--- config.mk ---
export PLATFORM = sky130hd
export DESIGN_NAME = ready_queue_with_timed_sleep_top
export DESIGN_NICKNAME = d
export VERILOG_FILES = /design/src/hdl/rqts_pkg.sv /design/src/hdl/rqts_dpath.sv /design/src/hdl/rqts_ctrl.sv /design/src/hdl/ready_queue_with_timed_sleep_top.sv
export SDC_FILE = /design/constraint.sdc
export NUM_CORES = 1
export LEC_CHECK = 0
export ABC_CLOCK_PERIOD_IN_PS = 20900
export BUFFER_PORTS_ARGS = -buffer_cell sky130_fd_sc_hd__buf_2
export CORE_MARGIN = 5
export CORE_UTILIZATION = 46
export DETAILED_ROUTE_END_ITERATION = 16
export HOLD_SLACK_MARGIN = 0.1
export PLACE_DENSITY = 0.64
export SLEW_MARGIN = 20
export SYNTH_ARGS = -nofsm -noshare
export SYNTH_HDL_FRONTEND = slang
export SYNTH_HIERARCHICAL = 1
export SYNTH_SLANG_ARGS = --single-unit
export TNS_END_PERCENT = 10
--- constraint.sdc ---
create_clock -name i_clk -period 20.9 [get_ports i_clk]
set_clock_uncertainty 0.1 [all_clocks]
set_input_delay 0 -clock i_clk [delete_from_list [all_inputs] [get_ports i_clk]]
set_output_delay 0 -clock i_clk [all_outputs]
set_load 0.01 [all_outputs]
--- src/hdl/rqts_pkg.sv ---
// Shared types and constants for the ready queue with timed sleep.
// Holds the request and result payload structs and the controller/datapath links.
// No dependencies.
`timescale 1ns / 1ps

package rqts_pkg;

    localparam int QUEUE_DEPTH_DEF  = 16;
    localparam int TASK_ID_BITS_DEF = 8;
    localparam int TASK_FIELD_BITS  = 8;
    localparam int TIME_BITS        = 32;

    typedef enum logic [1:0] {
        REQ_PUSH   = 2'd0,
        REQ_PICK   = 2'd1,
        REQ_KILL   = 2'd2,
        REQ_UNUSED = 2'd3
    } t_req_code;

    typedef enum logic [2:0] {
        ST_PUSHED  = 3'd0,
        ST_DROPPED = 3'd1,
        ST_READY   = 3'd2,
        ST_WAITED  = 3'd3,
        ST_MAIN    = 3'd4,
        ST_NONE    = 3'd5,
        ST_KILLED  = 3'd6
    } t_status;

    typedef struct packed {
        logic [1:0]                 req_type;
        logic [TASK_FIELD_BITS-1:0] task_id;
        logic                       sleep_request;
        logic [TIME_BITS-1:0]       sleep_ms;
        logic [TIME_BITS-1:0]       now_ms;
    } t_req_item;

    typedef struct packed {
        logic [2:0]                 status;
        logic [TASK_FIELD_BITS-1:0] chosen_task;
        logic [TIME_BITS-1:0]       wait_ms;
    } t_result;

    // Commands from the controller to the datapath.
    typedef struct packed {
        logic    latch_in;
        logic    push;
        logic    rd_en;
        logic    wr_shift;
        logic    scan_clear;
        logic    scan_eval;
        logic    load_ready;
        logic    load_best;
        logic    kill_main;
        logic    dec_count;
        logic    emit;
        t_status emit_status;
        logic    emit_held;
    } t_dp_cmd;

    // Status from the datapath to the controller.
    typedef struct packed {
        logic [1:0] req_type;
        logic       full;
        logic       empty;
        logic       main_alive;
        logic       ready_hit;
    } t_dp_stat;

endpackage

--- src/hdl/rqts_dpath.sv ---
// Datapath of the ready queue: entry memory, queue count, best-sleeper tracking
// and the result register. Depends on rqts_pkg.
`timescale 1ns / 1ps

module rqts_dpath
    import rqts_pkg::*;
#(
    parameter int QUEUE_DEPTH  = QUEUE_DEPTH_DEF,
    parameter int TASK_ID_BITS = TASK_ID_BITS_DEF
) (
    input  logic                           i_clk,
    input  logic                           i_rst_n,
    input  t_req_item                      i_req,
    input  t_dp_cmd                        i_cmd,
    input  logic [$clog2(QUEUE_DEPTH)-1:0] i_rd_addr,
    input  logic [$clog2(QUEUE_DEPTH)-1:0] i_wr_addr,
    output t_dp_stat                       o_stat,
    output logic [$clog2(QUEUE_DEPTH+1)-1:0] o_count,
    output logic [$clog2(QUEUE_DEPTH)-1:0] o_best_pos,
    output t_result                        o_result,
    output logic                           o_strobe
);

    localparam int AW = $clog2(QUEUE_DEPTH);
    localparam int CW = $clog2(QUEUE_DEPTH + 1);

    logic [TASK_ID_BITS-1:0] r_mem_task [QUEUE_DEPTH];
    logic                    r_mem_sleep [QUEUE_DEPTH];
    logic [TIME_BITS-1:0]    r_mem_wake [QUEUE_DEPTH];

    t_req_item               r_in;
    logic [CW-1:0]           r_count;
    logic                    r_main_alive;
    logic [TASK_ID_BITS-1:0] r_rd_task;
    logic                    r_rd_sleep;
    logic [TIME_BITS-1:0]    r_rd_wake;
    logic [AW-1:0]           r_rd_addr_q;
    logic                    r_have_best;
    logic [TIME_BITS-1:0]    r_best_wait;
    logic [AW-1:0]           r_best_pos;
    logic [TASK_ID_BITS-1:0] r_best_task;
    t_status                 r_res_status;
    logic [TASK_ID_BITS-1:0] r_res_task;
    logic [TIME_BITS-1:0]    r_res_wait;
    t_result                 r_out;
    logic                    r_strobe;

    t_status                 n_res_status;
    logic [TASK_ID_BITS-1:0] n_res_task;
    logic [TIME_BITS-1:0]    n_res_wait;

    logic [TIME_BITS:0]      wake_sum;
    logic [TIME_BITS-1:0]    push_wake;
    logic [TIME_BITS-1:0]    remaining;
    logic                    ready_hit;
    logic                    take_best;
    logic                    wr_en;
    logic [AW-1:0]           wr_addr;
    logic [TASK_ID_BITS-1:0] wr_task;
    logic                    wr_sleep;
    logic [TIME_BITS-1:0]    wr_wake;

    // Wake time saturates at the top of the 32-bit range.
    assign wake_sum  = {1'b0, r_in.now_ms} + {1'b0, r_in.sleep_ms};
    assign push_wake = !r_in.sleep_request ? r_in.now_ms :
                       (wake_sum[TIME_BITS] ? '1 : wake_sum[TIME_BITS-1:0]);

    assign ready_hit = !r_rd_sleep || (r_in.now_ms >= r_rd_wake);
    assign remaining = r_rd_wake - r_in.now_ms;
    assign take_best = i_cmd.scan_eval && (!r_have_best || (remaining < r_best_wait));

    assign wr_en   = i_cmd.push || i_cmd.wr_shift;
    assign wr_addr = i_cmd.push ? AW'(r_count) : i_wr_addr;
    assign wr_task  = i_cmd.push ? TASK_ID_BITS'(r_in.task_id) : r_rd_task;
    assign wr_sleep = i_cmd.push ? r_in.sleep_request : r_rd_sleep;
    assign wr_wake  = i_cmd.push ? push_wake : r_rd_wake;

    always_comb begin
        n_res_status = r_res_status;
        n_res_task   = r_res_task;
        n_res_wait   = r_res_wait;
        if (i_cmd.load_ready) begin
            n_res_status = ST_READY;
            n_res_task   = r_rd_task;
            n_res_wait   = '0;
        end else if (i_cmd.load_best) begin
            n_res_status = ST_WAITED;
            n_res_task   = r_best_task;
            n_res_wait   = r_best_wait;
        end
    end

    always_ff @(posedge i_clk) begin
        if (wr_en) begin
            r_mem_task[wr_addr]  <= wr_task;
            r_mem_sleep[wr_addr] <= wr_sleep;
            r_mem_wake[wr_addr]  <= wr_wake;
        end
        if (i_cmd.rd_en) begin
            r_rd_task   <= r_mem_task[i_rd_addr];
            r_rd_sleep  <= r_mem_sleep[i_rd_addr];
            r_rd_wake   <= r_mem_wake[i_rd_addr];
            r_rd_addr_q <= i_rd_addr;
        end
    end

    always_ff @(posedge i_clk) begin
        if (i_cmd.latch_in) begin
            r_in <= i_req;
        end
        if (take_best) begin
            r_best_wait <= remaining;
            r_best_pos  <= r_rd_addr_q;
            r_best_task <= r_rd_task;
        end
        r_res_status <= n_res_status;
        r_res_task   <= n_res_task;
        r_res_wait   <= n_res_wait;
        if (i_cmd.emit) begin
            r_out.status      <= i_cmd.emit_status;
            r_out.chosen_task <= '0;
            r_out.wait_ms     <= '0;
        end else if (i_cmd.emit_held) begin
            r_out.status      <= n_res_status;
            r_out.chosen_task <= TASK_FIELD_BITS'(n_res_task);
            r_out.wait_ms     <= n_res_wait;
        end
    end

    always_ff @(posedge i_clk) begin
        if (!i_rst_n) begin
            r_count      <= '0;
            r_main_alive <= 1'b1;
            r_have_best  <= 1'b0;
            r_strobe     <= 1'b0;
        end else begin
            r_strobe <= i_cmd.emit || i_cmd.emit_held;
            if (i_cmd.push) begin
                r_count <= r_count + CW'(1);
            end else if (i_cmd.dec_count) begin
                r_count <= r_count - CW'(1);
            end
            if (i_cmd.kill_main) begin
                r_main_alive <= 1'b0;
            end
            if (i_cmd.scan_clear) begin
                r_have_best <= 1'b0;
            end else if (take_best) begin
                r_have_best <= 1'b1;
            end
        end
    end

    assign o_stat.req_type   = r_in.req_type;
    assign o_stat.full       = (r_count == CW'(QUEUE_DEPTH));
    assign o_stat.empty      = (r_count == '0);
    assign o_stat.main_alive = r_main_alive;
    assign o_stat.ready_hit  = ready_hit;
    assign o_count           = r_count;
    assign o_best_pos        = r_best_pos;
    assign o_result          = r_out;
    assign o_strobe          = r_strobe;

endmodule

--- src/hdl/rqts_ctrl.sv ---
// Controller of the ready queue: sequences push, pick scan, compaction and kill.
// Drives the datapath through command structs. Depends on rqts_pkg.
`timescale 1ns / 1ps

module rqts_ctrl
    import rqts_pkg::*;
#(
    parameter int QUEUE_DEPTH = QUEUE_DEPTH_DEF
) (
    input  logic                             i_clk,
    input  logic                             i_rst_n,
    input  logic                             i_start,
    output logic                             o_busy,
    input  t_dp_stat                         i_stat,
    input  logic [$clog2(QUEUE_DEPTH+1)-1:0] i_count,
    input  logic [$clog2(QUEUE_DEPTH)-1:0]   i_best_pos,
    output t_dp_cmd                          o_cmd,
    output logic [$clog2(QUEUE_DEPTH)-1:0]   o_rd_addr,
    output logic [$clog2(QUEUE_DEPTH)-1:0]   o_wr_addr
);

    localparam int AW = $clog2(QUEUE_DEPTH);
    localparam int CW = $clog2(QUEUE_DEPTH + 1);

    typedef enum logic [2:0] {
        S_IDLE,
        S_DISPATCH,
        S_SCAN,
        S_BEST,
        S_SHIFT
    } t_state;

    t_state        r_state, n_state;
    logic [CW-1:0] r_idx, n_idx;
    logic [CW-1:0] r_last, n_last;
    logic          r_busy, n_busy;

    logic          start_remove;
    logic [CW-1:0] remove_pos;
    logic [CW-1:0] remove_next;
    logic [CW-1:0] last_next;

    assign last_next = r_last + CW'(1);

    always_comb begin
        o_cmd        = '0;
        o_cmd.emit_status = ST_NONE;
        o_rd_addr    = '0;
        o_wr_addr    = '0;
        n_state      = r_state;
        n_idx        = r_idx;
        n_last       = r_last;
        n_busy       = r_busy;
        start_remove = 1'b0;
        remove_pos   = r_last;

        unique case (r_state)
            S_IDLE: begin
                if (i_start) begin
                    o_cmd.latch_in = 1'b1;
                    n_busy         = 1'b1;
                    n_state        = S_DISPATCH;
                end
            end
            S_DISPATCH: begin
                n_state    = S_IDLE;
                n_busy     = 1'b0;
                o_cmd.emit = 1'b1;
                unique case (i_stat.req_type)
                    REQ_PUSH: begin
                        if (i_stat.full) begin
                            o_cmd.emit_status = ST_DROPPED;
                        end else begin
                            o_cmd.push        = 1'b1;
                            o_cmd.emit_status = ST_PUSHED;
                        end
                    end
                    REQ_PICK: begin
                        if (i_stat.empty) begin
                            o_cmd.emit_status = i_stat.main_alive ? ST_MAIN : ST_NONE;
                        end else begin
                            o_cmd.emit       = 1'b0;
                            o_cmd.scan_clear = 1'b1;
                            o_cmd.rd_en      = 1'b1;
                            o_rd_addr        = '0;
                            n_last           = '0;
                            n_idx            = CW'(1);
                            n_busy           = 1'b1;
                            n_state          = S_SCAN;
                        end
                    end
                    REQ_KILL: begin
                        o_cmd.kill_main   = 1'b1;
                        o_cmd.emit_status = ST_KILLED;
                    end
                    default: begin
                        o_cmd.emit_status = ST_NONE;
                    end
                endcase
            end
            S_SCAN: begin
                if (i_stat.ready_hit) begin
                    o_cmd.load_ready = 1'b1;
                    start_remove     = 1'b1;
                    remove_pos       = r_last;
                end else begin
                    o_cmd.scan_eval = 1'b1;
                    if (r_idx < i_count) begin
                        o_cmd.rd_en = 1'b1;
                        o_rd_addr   = AW'(r_idx);
                        n_last      = r_idx;
                        n_idx       = r_idx + CW'(1);
                    end else begin
                        n_state = S_BEST;
                    end
                end
            end
            S_BEST: begin
                o_cmd.load_best = 1'b1;
                start_remove    = 1'b1;
                remove_pos      = CW'(i_best_pos);
            end
            S_SHIFT: begin
                o_cmd.wr_shift = 1'b1;
                o_wr_addr      = AW'(r_last - CW'(1));
                if (last_next < i_count) begin
                    o_cmd.rd_en = 1'b1;
                    o_rd_addr   = AW'(last_next);
                    n_last      = last_next;
                end else begin
                    o_cmd.emit_held = 1'b1;
                    o_cmd.dec_count = 1'b1;
                    n_busy          = 1'b0;
                    n_state         = S_IDLE;
                end
            end
            default: begin
                n_state = S_IDLE;
                n_busy  = 1'b0;
            end
        endcase

        // Removal closes the gap by moving each later entry down by one.
        remove_next = remove_pos + CW'(1);
        if (start_remove) begin
            if (remove_next < i_count) begin
                o_cmd.rd_en = 1'b1;
                o_rd_addr   = AW'(remove_next);
                n_last      = remove_next;
                n_state     = S_SHIFT;
            end else begin
                o_cmd.emit_held = 1'b1;
                o_cmd.dec_count = 1'b1;
                n_busy          = 1'b0;
                n_state         = S_IDLE;
            end
        end
    end

    always_ff @(posedge i_clk) begin
        if (!i_rst_n) begin
            r_state <= S_IDLE;
            r_idx   <= '0;
            r_last  <= '0;
            r_busy  <= 1'b0;
        end else begin
            r_state <= n_state;
            r_idx   <= n_idx;
            r_last  <= n_last;
            r_busy  <= n_busy;
        end
    end

    assign o_busy = r_busy;

endmodule

--- src/hdl/ready_queue_with_timed_sleep_top.sv ---
// Ready queue with timed sleep: top level joining the controller and the datapath.
// Push, kill, an unused code and a pick on an empty queue answer straight from dispatch. A pick
// otherwise scans entries one per cycle, passes through a best-sleeper state when a sleeper
// is chosen, and moves later entries down one per cycle to close the gap.
// One request at a time: busy drops in the strobe cycle, so the next transfer may come then.
// Synchronous active-low reset empties the queue, revives main.
`timescale 1ns / 1ps

module ready_queue_with_timed_sleep_top
    import rqts_pkg::*;
#(
    parameter int QUEUE_DEPTH  = QUEUE_DEPTH_DEF,
    parameter int TASK_ID_BITS = TASK_ID_BITS_DEF
) (
    input  logic      i_clk,
    input  logic      i_rst_n,
    input  logic      start,
    output logic      busy,
    input  t_req_item i_req,
    output t_result   o_result,
    output logic      o_strobe
);

    localparam int AW = $clog2(QUEUE_DEPTH);
    localparam int CW = $clog2(QUEUE_DEPTH + 1);

    // The controller sequences each request; the datapath owns the entry memory,
    // the count, the main-task flag and the result register. A transfer takes
    // place when start is high while busy is low. Every request yields exactly
    // one result, shown for one cycle with o_strobe high; the receiver cannot
    // stall it, and the next request may be transferred in that same cycle.

    t_dp_cmd       dp_cmd;
    t_dp_stat      dp_stat;
    logic [AW-1:0] rd_addr;
    logic [AW-1:0] wr_addr;
    logic [CW-1:0] count;
    logic [AW-1:0] best_pos;

    // A pick reads entries from the head, one per cycle. The first awake or
    // expired entry is taken at once; otherwise the scan runs to the tail while
    // the datapath keeps the sleeper with the least remaining time, the one
    // nearest the head winning a tie. The chosen entry is then removed by
    // copying each later entry one place toward the head.
    rqts_ctrl #(
        .QUEUE_DEPTH (QUEUE_DEPTH)
    ) u_ctrl (
        .i_clk      (i_clk),
        .i_rst_n    (i_rst_n),
        .i_start    (start),
        .o_busy     (busy),
        .i_stat     (dp_stat),
        .i_count    (count),
        .i_best_pos (best_pos),
        .o_cmd      (dp_cmd),
        .o_rd_addr  (rd_addr),
        .o_wr_addr  (wr_addr)
    );

    // Entry storage is a plain memory with one write and one registered read
    // port; entries at or beyond the count are never read, so it needs no clear.
    rqts_dpath #(
        .QUEUE_DEPTH  (QUEUE_DEPTH),
        .TASK_ID_BITS (TASK_ID_BITS)
    ) u_dpath (
        .i_clk      (i_clk),
        .i_rst_n    (i_rst_n),
        .i_req      (i_req),
        .i_cmd      (dp_cmd),
        .i_rd_addr  (rd_addr),
        .i_wr_addr  (wr_addr),
        .o_stat     (dp_stat),
        .o_count    (count),
        .o_best_pos (best_pos),
        .o_result   (o_result),
        .o_strobe   (o_strobe)
    );

endmodule
; ---- Word level (Yosys, flattened, before mapping)
; Memory sizes are Yosys's and may differ from the RTL's. A register that Yosys moved wholly into a read port is not among the register bits.
; Cells that the tools add are included.
[totals]
out_inout_bits = 45
inputBits = 78
register_bits = 231
word_cells = 159
mem_bits_rw = 656
memories = 3
[op_classes]
muxes = 86
n_reduce_logical = 17
bitwise = 1
eq_ne = 16
add_sub_neg = 8
n_lt_le_gt_ge = 5
[mem_list]
columns = memory, words, width, read_ports, rd_clocked_by_memory_dff, write_ports, line
row1 = u_dpath.r_mem_wake, 16, 32, 1, 1, 1, rqts_dpath.sv:29  ; logic [TIME_BITS-1:0] r_mem_wake [QUEUE_DEPTH];
row2 = u_dpath.r_mem_task, 16, 8, 1, 1, 1, rqts_dpath.sv:27  ; logic [TASK_ID_BITS-1:0] r_mem_task [QUEUE_DEPTH];
row3 = u_dpath.r_mem_sleep, 16, 1, 1, 1, 1, rqts_dpath.sv:28  ; logic r_mem_sleep [QUEUE_DEPTH];
[op_table]
columns = op, count
row1 = $mux 32, 5
row2 = $mux 43, 2
row3 = $mux 5, 14
row4 = $mux 1, 34
row5 = $add 32x32->33, 1
row6 = $ge 32x32->1, 1
row7 = $lt 32x32->1, 1
row8 = $mux 4, 8
row9 = $sub 32x32->32, 1
row10 = $mux 3, 10
row11 = $mux 8, 3
row12 = $add 5x1->5 const B, 4
row13 = $lt 5x5->1, 3
row14 = $pmux 3 s5, 1
row15 = $pmux 5 s3, 1
row16 = $pmux 5 s2, 1
row17 = $reduce_and 5->1, 2
row18 = $ne 3x2->1 const B, 3
row19 = $pmux 3 s3, 1
row20 = $pmux 4 s2, 1
row21 = $eq 3x2->1 const B, 2
row22 = $ne 2x2->1 const B, 3
row23 = $reduce_bool 2->1, 3
row24 = $eq 5x5->1 const B, 1
row25 = other kinds (20), 27

; ---- Logic depth before layout (Yosys ltp)
; Gate-level depths: netlist of run 1.
[logic_depth]
depth_word = 8
depth_mapped = 23
mapped_depth_nobuf = 22

; ---- Cells and area by module
; The synthesis of run 1 kept the hierarchy.
[modules_own_cells]
columns = mod, instances, seq_area_each_um2, cells_per_inst, area_per_inst_um2
row1 = rqts_dpath, 1, 26535.4, 2154, 37875.1
row2 = rqts_ctrl, 1, 280.3, 192, 1555.2

; ---- Worst setup path before layout of run 1
; No wires, ideal clock.
[synth_timing]
path_type = flip-flop to flip-flop
from = register u_dpath/r_in[2] (netlist name)
to = register u_dpath.r_best_pos[0] (netlist: u_dpath/o_best_pos[0]) (enable)
setup_slack_ns = 14.078
stages_incl_launch_ff = 22
required_ns = 20.328
path_buffers = 0
t_arrival_ns = 6.250
period_less_slack_ns = 6.822
setup_time_ns = 0.472
cell_sequence = edfxtp_1 > inv_1 > ha_1 > nor2b_1 > o31a_1 > o311a_1 > a221o_1 > a31oi_4 > o31ai_2 > a311o_1 > a21oi_2 > xnor2_1 > ha_1 > a21o_1 > a21o_1 > a21o_1 > a21o_1 > a21oi_1 > nor2b_1 > o211ai_1 > nand4_1 > a31oi_1
[synth_between]
elab_cells_between_ends = 8
classes_between = add/sub: 1 / order compare: 2 / mux: 2 / reduce/logical: 3
[synth_rtl]
columns = item, line
row1 = from (decl), rqts_dpath.sv:31  ; t_req_item r_in;
row2 = from (signal assigned), rqts_dpath.sv:109  ; r_in <= i_req;
row3 = $sub 32x32->32, rqts_dpath.sv:69  ; assign remaining = r_rd_wake - r_in.now_ms;
row4 = named net u_dpath.remaining[24], rqts_dpath.sv:54  ; logic [TIME_BITS-1:0] remaining;
row5 = $lt 32x32->1, rqts_dpath.sv:70  ; assign take_best = i_cmd.scan_eval && (!r_have_best || (remaining < r_best_wait));
row6 = $logic_or 1x1->1, rqts_dpath.sv:70
row7 = $logic_and 1x1->1, rqts_dpath.sv:70
row8 = named net u_dpath.take_best, rqts_dpath.sv:56  ; logic take_best;
row9 = to (signal assigned), rqts_dpath.sv:113  ; r_best_pos <= r_rd_addr_q;
row10 = to (decl), rqts_dpath.sv:40  ; logic [AW-1:0] r_best_pos;
; The timed path passes the listed nets, and every way through them passes these cells.
; A chain may end at the register's enable or synchronous reset.

==> results of run 1 <==
[routing by layer]
metal / part of all wire / up-vias
li1: - / 9871
met4: 0.025 / 0
met5: 0 / -
met2: 0.49 / 769
met3: 0.063 / 128
met1: 0.43 / 11484
[state kept, by name, summed over array words and instances (netlist names), 16 cells and up]
name and count:
u_dpath/o_result 43, u_dpath/r_best_wait 32, u_dpath/r_in 73, u_dpath/r_mem_sleep 16, u_dpath/r_mem_task 128, u_dpath/r_mem_wake 512
u_dpath/r_rd_wake 32, u_dpath/r_res_wait 32
[kinds of logic (layout without fill, tap and decap cells)]
group,count (synthesis),after routing
other,0,1
adders and majority gates,118,118
and+or+nand+nor,362,362
buffers and inverters,236,632
DFF,928,928
xor gates and xnor gates,69,69
AOI/OAI and AO/OA,335,335
muxes,298,298
[cells in the mapped netlist (17+ instances only)]
library cell and n:
o21ai_0 75, a21o_1 49, mux4_2 205, nand2b_1 17, mux2i_1 81, clkbuf_1 79
a21oi_1 74, dfxtp_1 105, xnor2_1 41, edfxtp_1 823, nor3_1 22, nand3_1 20
xor2_1 28, ha_1 115, nor2_1 161, o221ai_1 28, inv_1 128, nand2_1 56
[worst max path at each step]
stage,start,depth (start not counted),end,slack [ns]
final,u_dpath/r_in[0],21,u_dpath/r_rd_wake[14],12.81
after detailed placement,u_dpath/r_in[0],21,u_dpath/r_rd_wake[7],12.80
after global placement,u_dpath/r_in[0],21,u_dpath/r_rd_wake[7],12.96
after global routing,u_dpath/r_in[0],21,u_dpath/r_rd_wake[14],12.21
after CTS,u_dpath/r_in[0],21,u_dpath/r_rd_wake[7],12.74
after floorplan,u_dpath/r_in[2],21,u_dpath/o_best_pos[0],14.08
[power by group through the flow]
stage / combinational, mW / clock, mW / sequential (mW)
2_1_floorplan: 0.133 / 0 / 2.08
3_3_place_gp: 0.190 / 0 / 2.08
3_5_place_dp: 0.195 / 0 / 2.08
4_1_cts: 0.218 / 1.67 / 2.04
5_1_grt: 0.242 / 1.75 / 2.04
6_report: 0.222 / 1.63 / 2.04
[area by class of cell]
class	instances	area, um2	share of cell area
inverter	129	484	0.0105
clock inverter	62	589	0.0128
antenna	1	2.50	0.0000542
sequential	928	26800	0.580
timing repair buffer	333	2600	0.0563
clock buffer	108	2400	0.0520
tap	1144	1430	0.0310
multi-input combinational	1182	11900	0.257
[per-stage QoR]
| step | power (mW) | hold slack, ns | setup slack, ns | util | std cells |
|---|---|---|---|---|---|
| 3_3_place_gp | 2.27 | 0.0775 | 12.96 | 0.489 | 3563 |
| 3_5_place_dp | 2.28 | 0.0781 | 12.80 | 0.489 | 3563 |
| 4_1_cts | 3.93 | 0.131 | 12.74 | 0.542 | 3885 |
| 2_1_floorplan | 2.21 | -0.0238 | 14.08 | - | 2346 |
| 6_report | 3.90 | 0.174 | 12.81 | 0.543 | 3887 |
| 5_1_grt | 4.04 | 0.156 | 12.21 | 0.543 | 3886 |
[tightest hold or removal path, stage by stage]
cell           delay (ns)
dlygate4sd3_1        0.53
buf_2                0.23
o21ai_0              0.11
==> out/results.ini, run 1 <==
[clock_tree]
postCtsSetupBuffers=0
clock-sinks=928
htreeDepth=3
ctsHoldBuffers=152
clkLatencyLatePin_ns=0.66
cts_tree=built
numCtsBuffers=92
clkSlewWorstSetupHoldPaths_ns=0.06
cts_buffer_depth=3
cts-root-buf=clkbuf_16
post_cts_resized=0

[global_route]
top_usage_layer=met2
use_met3=0.0242
met1_usage=0.294
antenna_found_initial=2
first_global_vias=22869
met2_usage=0.352
overflow=0
grt_max_degree=85
grt_pass1_wl_mm=144
grtUsageTotal=0.210

[synth]
ys_ff_latch=928
ys.flop_type=edfxtp_1
synth_area_leaders=edfxtp_1 63%, mux4_2 12%, dfxtp_1 5.3%
synthSimpleGateAreaFrac=0.0440
synth.avg_cell_area_um2=16.8
synthesis.area_mm2=0.0394
yosys.area.top_type_share=0.627
synth-xor-area-share=0.0153
synth_edf_count=823
yosysWarnings=6
synth_top_family_by_area=multiplexers
ys_types=83
ys_seq_area_frac=0.680
synth_fa_ha_area_frac=0.0380
synth.area.mux_share=0.141
syn_inst=2346
synth-compound-area-share=0.0576
synth_top_cell_by_area=edfxtp_1
synth_nets=2542
synthArstFlopShare=0

[finish]
final_nets=2862
design_area_mm2=0.0462
drive_above_1_share=0.213
fillerInstances=6642
area_growth_pct=17.2
final_cell_mix=823 x edfxtp_1, 205 x mux4_2, 152 x dlygate4sd3_1
layout_commonest_cell=edfxtp_1

[placement]
placed_cell_area_mm2=0.0417
globalplace.congestion=0.891
dp_hpwl_mm=55.8
numPortBuffers=122

[worst_hold_path]
holdPathStages=3
hp-class=input pin to flip-flop
hp-start=i_rst_n
whs_endpoint=u_dpath/r_main_alive

[route]
viasPerCell=5.72
vias=22252
drc=0
first_pass_iters=5
final_antenna_net_count=0
drt_iter0_markers=1986
post_drt_wl_per_cell_um=24.9
wl_mm=96.9

[worst_setup_path]
rr_endpoint=u_dpath/r_rd_wake[14]
crit_buf_inv=3
critPathCaptureType=flip-flop
crit_fanout=84
required_ns=21.19
reg2regPathDepth=21
worstPathArrival_ns=8.38
critPathTopFamily=compound AO/OA/AOI/OAI gates
slowest_delay_ns=0.73
cp-start-kind=flip-flop
path_class=flip-flop to flip-flop
rrSetupSlack_ns=12.81
crit_chain=ha_1 -> fa_1 -> nor2b_1 -> o31a_1 -> o311a_1 -> a221o_1 -> a31oi_4 -> o31ai_2 -> a21oi_1 -> o21ai_0 -> nand3_1 -> nor2_1 -> and4bb_4 -> o21a_2 -> nand2_1 -> o211ai_1 -> buf_4 -> buf_12 -> buf_4 -> mux4_2 -> mux4_2
regToRegStartpoint=u_dpath/r_in[0]
cpMaxStageDelayCell=buf_4

[power]
seqPwrFrac=0.524
p_leak_nw=15.9
intPower_mw=3.05
cellPowerDensity_mw_per_mm2=84.3
sw_frac_of_total=0.217
pwr-share-comb=0.057
irDropWorstVdd_mv=0.0693
switchingPower_mw=0.847
clock_power_share=0.419

[floorplan]
core_mm2=0.0851
ios=123
die_area_mm2=0.0917
die_w_um=303
initial_core_util=0.463
die_h_um=303
num_rows=107

[timing]
max_slew_margin=0.238
setup_viol=0
fmax_ghz=0.124
slew_viol_final=0
fin_crit_sh=0.387
hold_viol_final=0
final_period_minus_worst_setup_slack_ns=8.09
tns_ns=0
rsz0062_at_grt=false
worstMarginPinSlew_ns=1.14

[run_status]
status=complete, no violations

[flow_run]
cap_violations=0

Note: power is estimated with default switching activity, not from simulation.
==> run 2, diff against run 1 <==
--- a/config.mk
+++ b/config.mk
@@ -5,7 +5,7 @@
 export SDC_FILE = /design/constraint.sdc
 export NUM_CORES = 1
 export LEC_CHECK = 0
-export ABC_CLOCK_PERIOD_IN_PS = 20900
+export ABC_CLOCK_PERIOD_IN_PS = 8000
 export BUFFER_PORTS_ARGS = -buffer_cell sky130_fd_sc_hd__buf_2
 export CORE_MARGIN = 5
 export CORE_UTILIZATION = 46
==> constraint.sdc (replaced) <==
create_clock -name i_clk -period 8 [get_ports i_clk]
set_clock_uncertainty 0.1 [all_clocks]
set_input_delay 0 -clock i_clk [delete_from_list [all_inputs] [get_ports i_clk]]
set_output_delay 0 -clock i_clk [all_outputs]
set_load 0.01 [all_outputs]
==> out/results.ini, run 2 (same netlist as run 1, synthesis figures left out) <==
[clock_tree]
cts-root-buf=clkbuf_16
numCtsBuffers=89  ; -3.3%
clock-sinks=928  ; unchanged
clkSlewWorstSetupHoldPaths_ns=0.06  ; about the same
clkLatencyLatePin_ns=0.66  ; about the same
cts_buffer_depth=3  ; unchanged
htreeDepth=3  ; unchanged
post_cts_resized=0  ; unchanged
cts_tree=built

[global_route]
grt_pass1_wl_mm=143  ; -0.52%
first_global_vias=22785  ; -0.37%
overflow=0  ; unchanged
antenna_found_initial=3  ; +1
grtUsageTotal=0.209  ; -0.00106
grt_max_degree=67  ; -21%

[power]
switchingPower_mw=2.20  ; +160%
irDropWorstVdd_mv=0.177  ; +160%
clock_power_share=0.425  ; +0.006
p_leak_nw=16.0  ; +0.50%
seqPwrFrac=0.519  ; -0.005
intPower_mw=8.09  ; +170%
pwr-share-comb=0.056  ; about the same
sw_frac_of_total=0.214  ; -0.00354
cellPowerDensity_mw_per_mm2=222  ; +160%

[placement]
numPortBuffers=122  ; unchanged
dp_hpwl_mm=56.8  ; +1.8%
dpl_worst_slack_ns=1.02  ; -11.79 ns
globalplace.congestion=0.912  ; +2.3%

[timing]
final_period_minus_worst_setup_slack_ns=6.77  ; -1.33 ns
worstMarginPinSlew_ns=1.08  ; -0.0578 ns
tns_ns=0  ; unchanged
fin_crit_sh=0.846  ; +0.458
fin_ws_ns=1.23  ; -11.57 ns
hold_viol_final=0  ; unchanged
rsz0062_at_grt=false
fmax_ghz=0.148  ; +20%
slew_viol_final=0  ; unchanged
fin_hold_ws_ns=0.166  ; -0.00821 ns
max_slew_margin=0.278  ; +0.0403
setup_viol=0  ; unchanged

[floorplan]
core_mm2=0.0851  ; unchanged
die_w_um=303  ; unchanged
die_area_mm2=0.0917  ; unchanged
ios=123  ; unchanged
die_h_um=303  ; unchanged
initial_core_util=0.463  ; unchanged
num_rows=107  ; unchanged

[route]
drt_iter0_markers=1964  ; -1.1%
wl_mm=97.1  ; +0.18%
first_pass_iters=8  ; +3
vias=22475  ; +1.0%
viasPerCell=5.77  ; +0.82%
drc=0  ; unchanged
final_antenna_net_count=0  ; unchanged
post_drt_wl_per_cell_um=24.9  ; about the same

[finish]
top_register=u_dpath/r_mem_wake
drive_above_1_share=0.214  ; +0.00172
layout_commonest_cell=edfxtp_1
final_nets=2867  ; +0.17%
fillerInstances=6580  ; -0.93%
fin_util=0.545  ; +0.00278
multi_input_area_mm2=0.0119  ; about the same
final_cell_mix=823 x edfxtp_1, 205 x mux4_2, 152 x dlygate4sd3_1
area_growth_pct=17.8
largest_reg_flops=512  ; unchanged
top_regs=u_dpath/r_mem_wake (512), u_dpath/r_mem_task (128), u_dpath/r_in (73)
seq_area_mm2=0.0268  ; unchanged

[worst_setup_path]
path_class=flip-flop to flip-flop
rrSetupSlack_ns=1.23  ; -11.57 ns
crit_fanout=66  ; -21%
critPathCaptureType=flip-flop
cp-start-kind=flip-flop
required_ns=8.28  ; -12.91 ns
worstPathArrival_ns=7.05  ; -1.33 ns

[run_status]
status=complete, no violations

[flow_run]
cap_violations=0  ; unchanged

[worst_hold_path]
hp-class=input pin to flip-flop

==> run 2: power by group through the flow <==
stage | Clock (mW) | Sequential, mW | Combinational (mW)
global placement | 0 | 5.44 | 0.490
CTS | 4.46 | 5.34 | 0.565
global route | 4.68 | 5.34 | 0.624
finish | 4.38 | 5.34 | 0.574
detailed placement | 0 | 5.44 | 0.504
floorplan | 0 | 5.43 | 0.347
==> run 2: critical path: stages, from the launching register on <==
cell	delay, ns
edfxtp_1	0.40
inv_1	0.07
ha_1	0.37
and2_0	0.21
a221o_1	0.35
a21o_1	0.19
a221o_1	0.42
a31oi_4	0.24
o31ai_2	0.14
a21oi_1	0.42
o21ai_0	0.17
nand3_1	0.20
nor2_1	0.12
or2_0	0.36
or2_2	0.38
o211ai_1	0.45
clkbuf_4	0.33
buf_12	0.42
mux4_2	0.58
mux4_2	0.48
==> run 2: timing repair <==
action                    in CTS  in global routing
setup buffers                  0                  0
hold endpoints to repair     117                  0
hold buffers                 152                  0
==> run 2: layout make-up <==
cell class                      instances  area share
Sequential cell                       928       0.577
Tap cell                             1144      0.0308
Antenna cell                            2    0.000108
Multi-Input combinational cell       1182       0.256
Timing Repair Buffer                  341      0.0589
Clock inverter                         55      0.0156
Inverter                              129      0.0104
Clock buffer                          113      0.0510
==> run 2: routing by layer <==
layer / vias up / part of all wire / GRT usage
met3: 161 / 0.070 / 0.0301
met4: 0 / 0.026 / 0.0612
met5: - / 0 / 0
met2: 885 / 0.49 / 0.349
met1: 11531 / 0.42 / 0.289
li1: 9898 / - / -
==> run 2: stage by stage <==
| step | total power [mW] | cell area, um2 | std cells |
|---|---|---|---|
| global placement | 5.93 | 41700 | 3568 |
| CTS | 10.4 | 46400 | 3891 |
| finish | 10.3 | 46400 | 3894 |
| global route | 10.6 | 46400 | 3892 |
| floorplan | 5.77 | 39400 | 2346 |
| detailed placement | 5.94 | 41800 | 3571 |
==> run 2: worst paths after layout <==
path / startpoint / endpoint / depth (start not counted)
worst min-delay path: i_rst_n / u_dpath/r_main_alive / 3
worst max-delay path: u_dpath/r_in[9] / u_dpath/r_rd_wake[18] / 19
worst min register to register: u_dpath/r_rd_addr_q[1] / u_dpath/o_best_pos[1] / 0
worst max register to register: u_dpath/r_in[9] / u_dpath/r_rd_wake[18] / 19
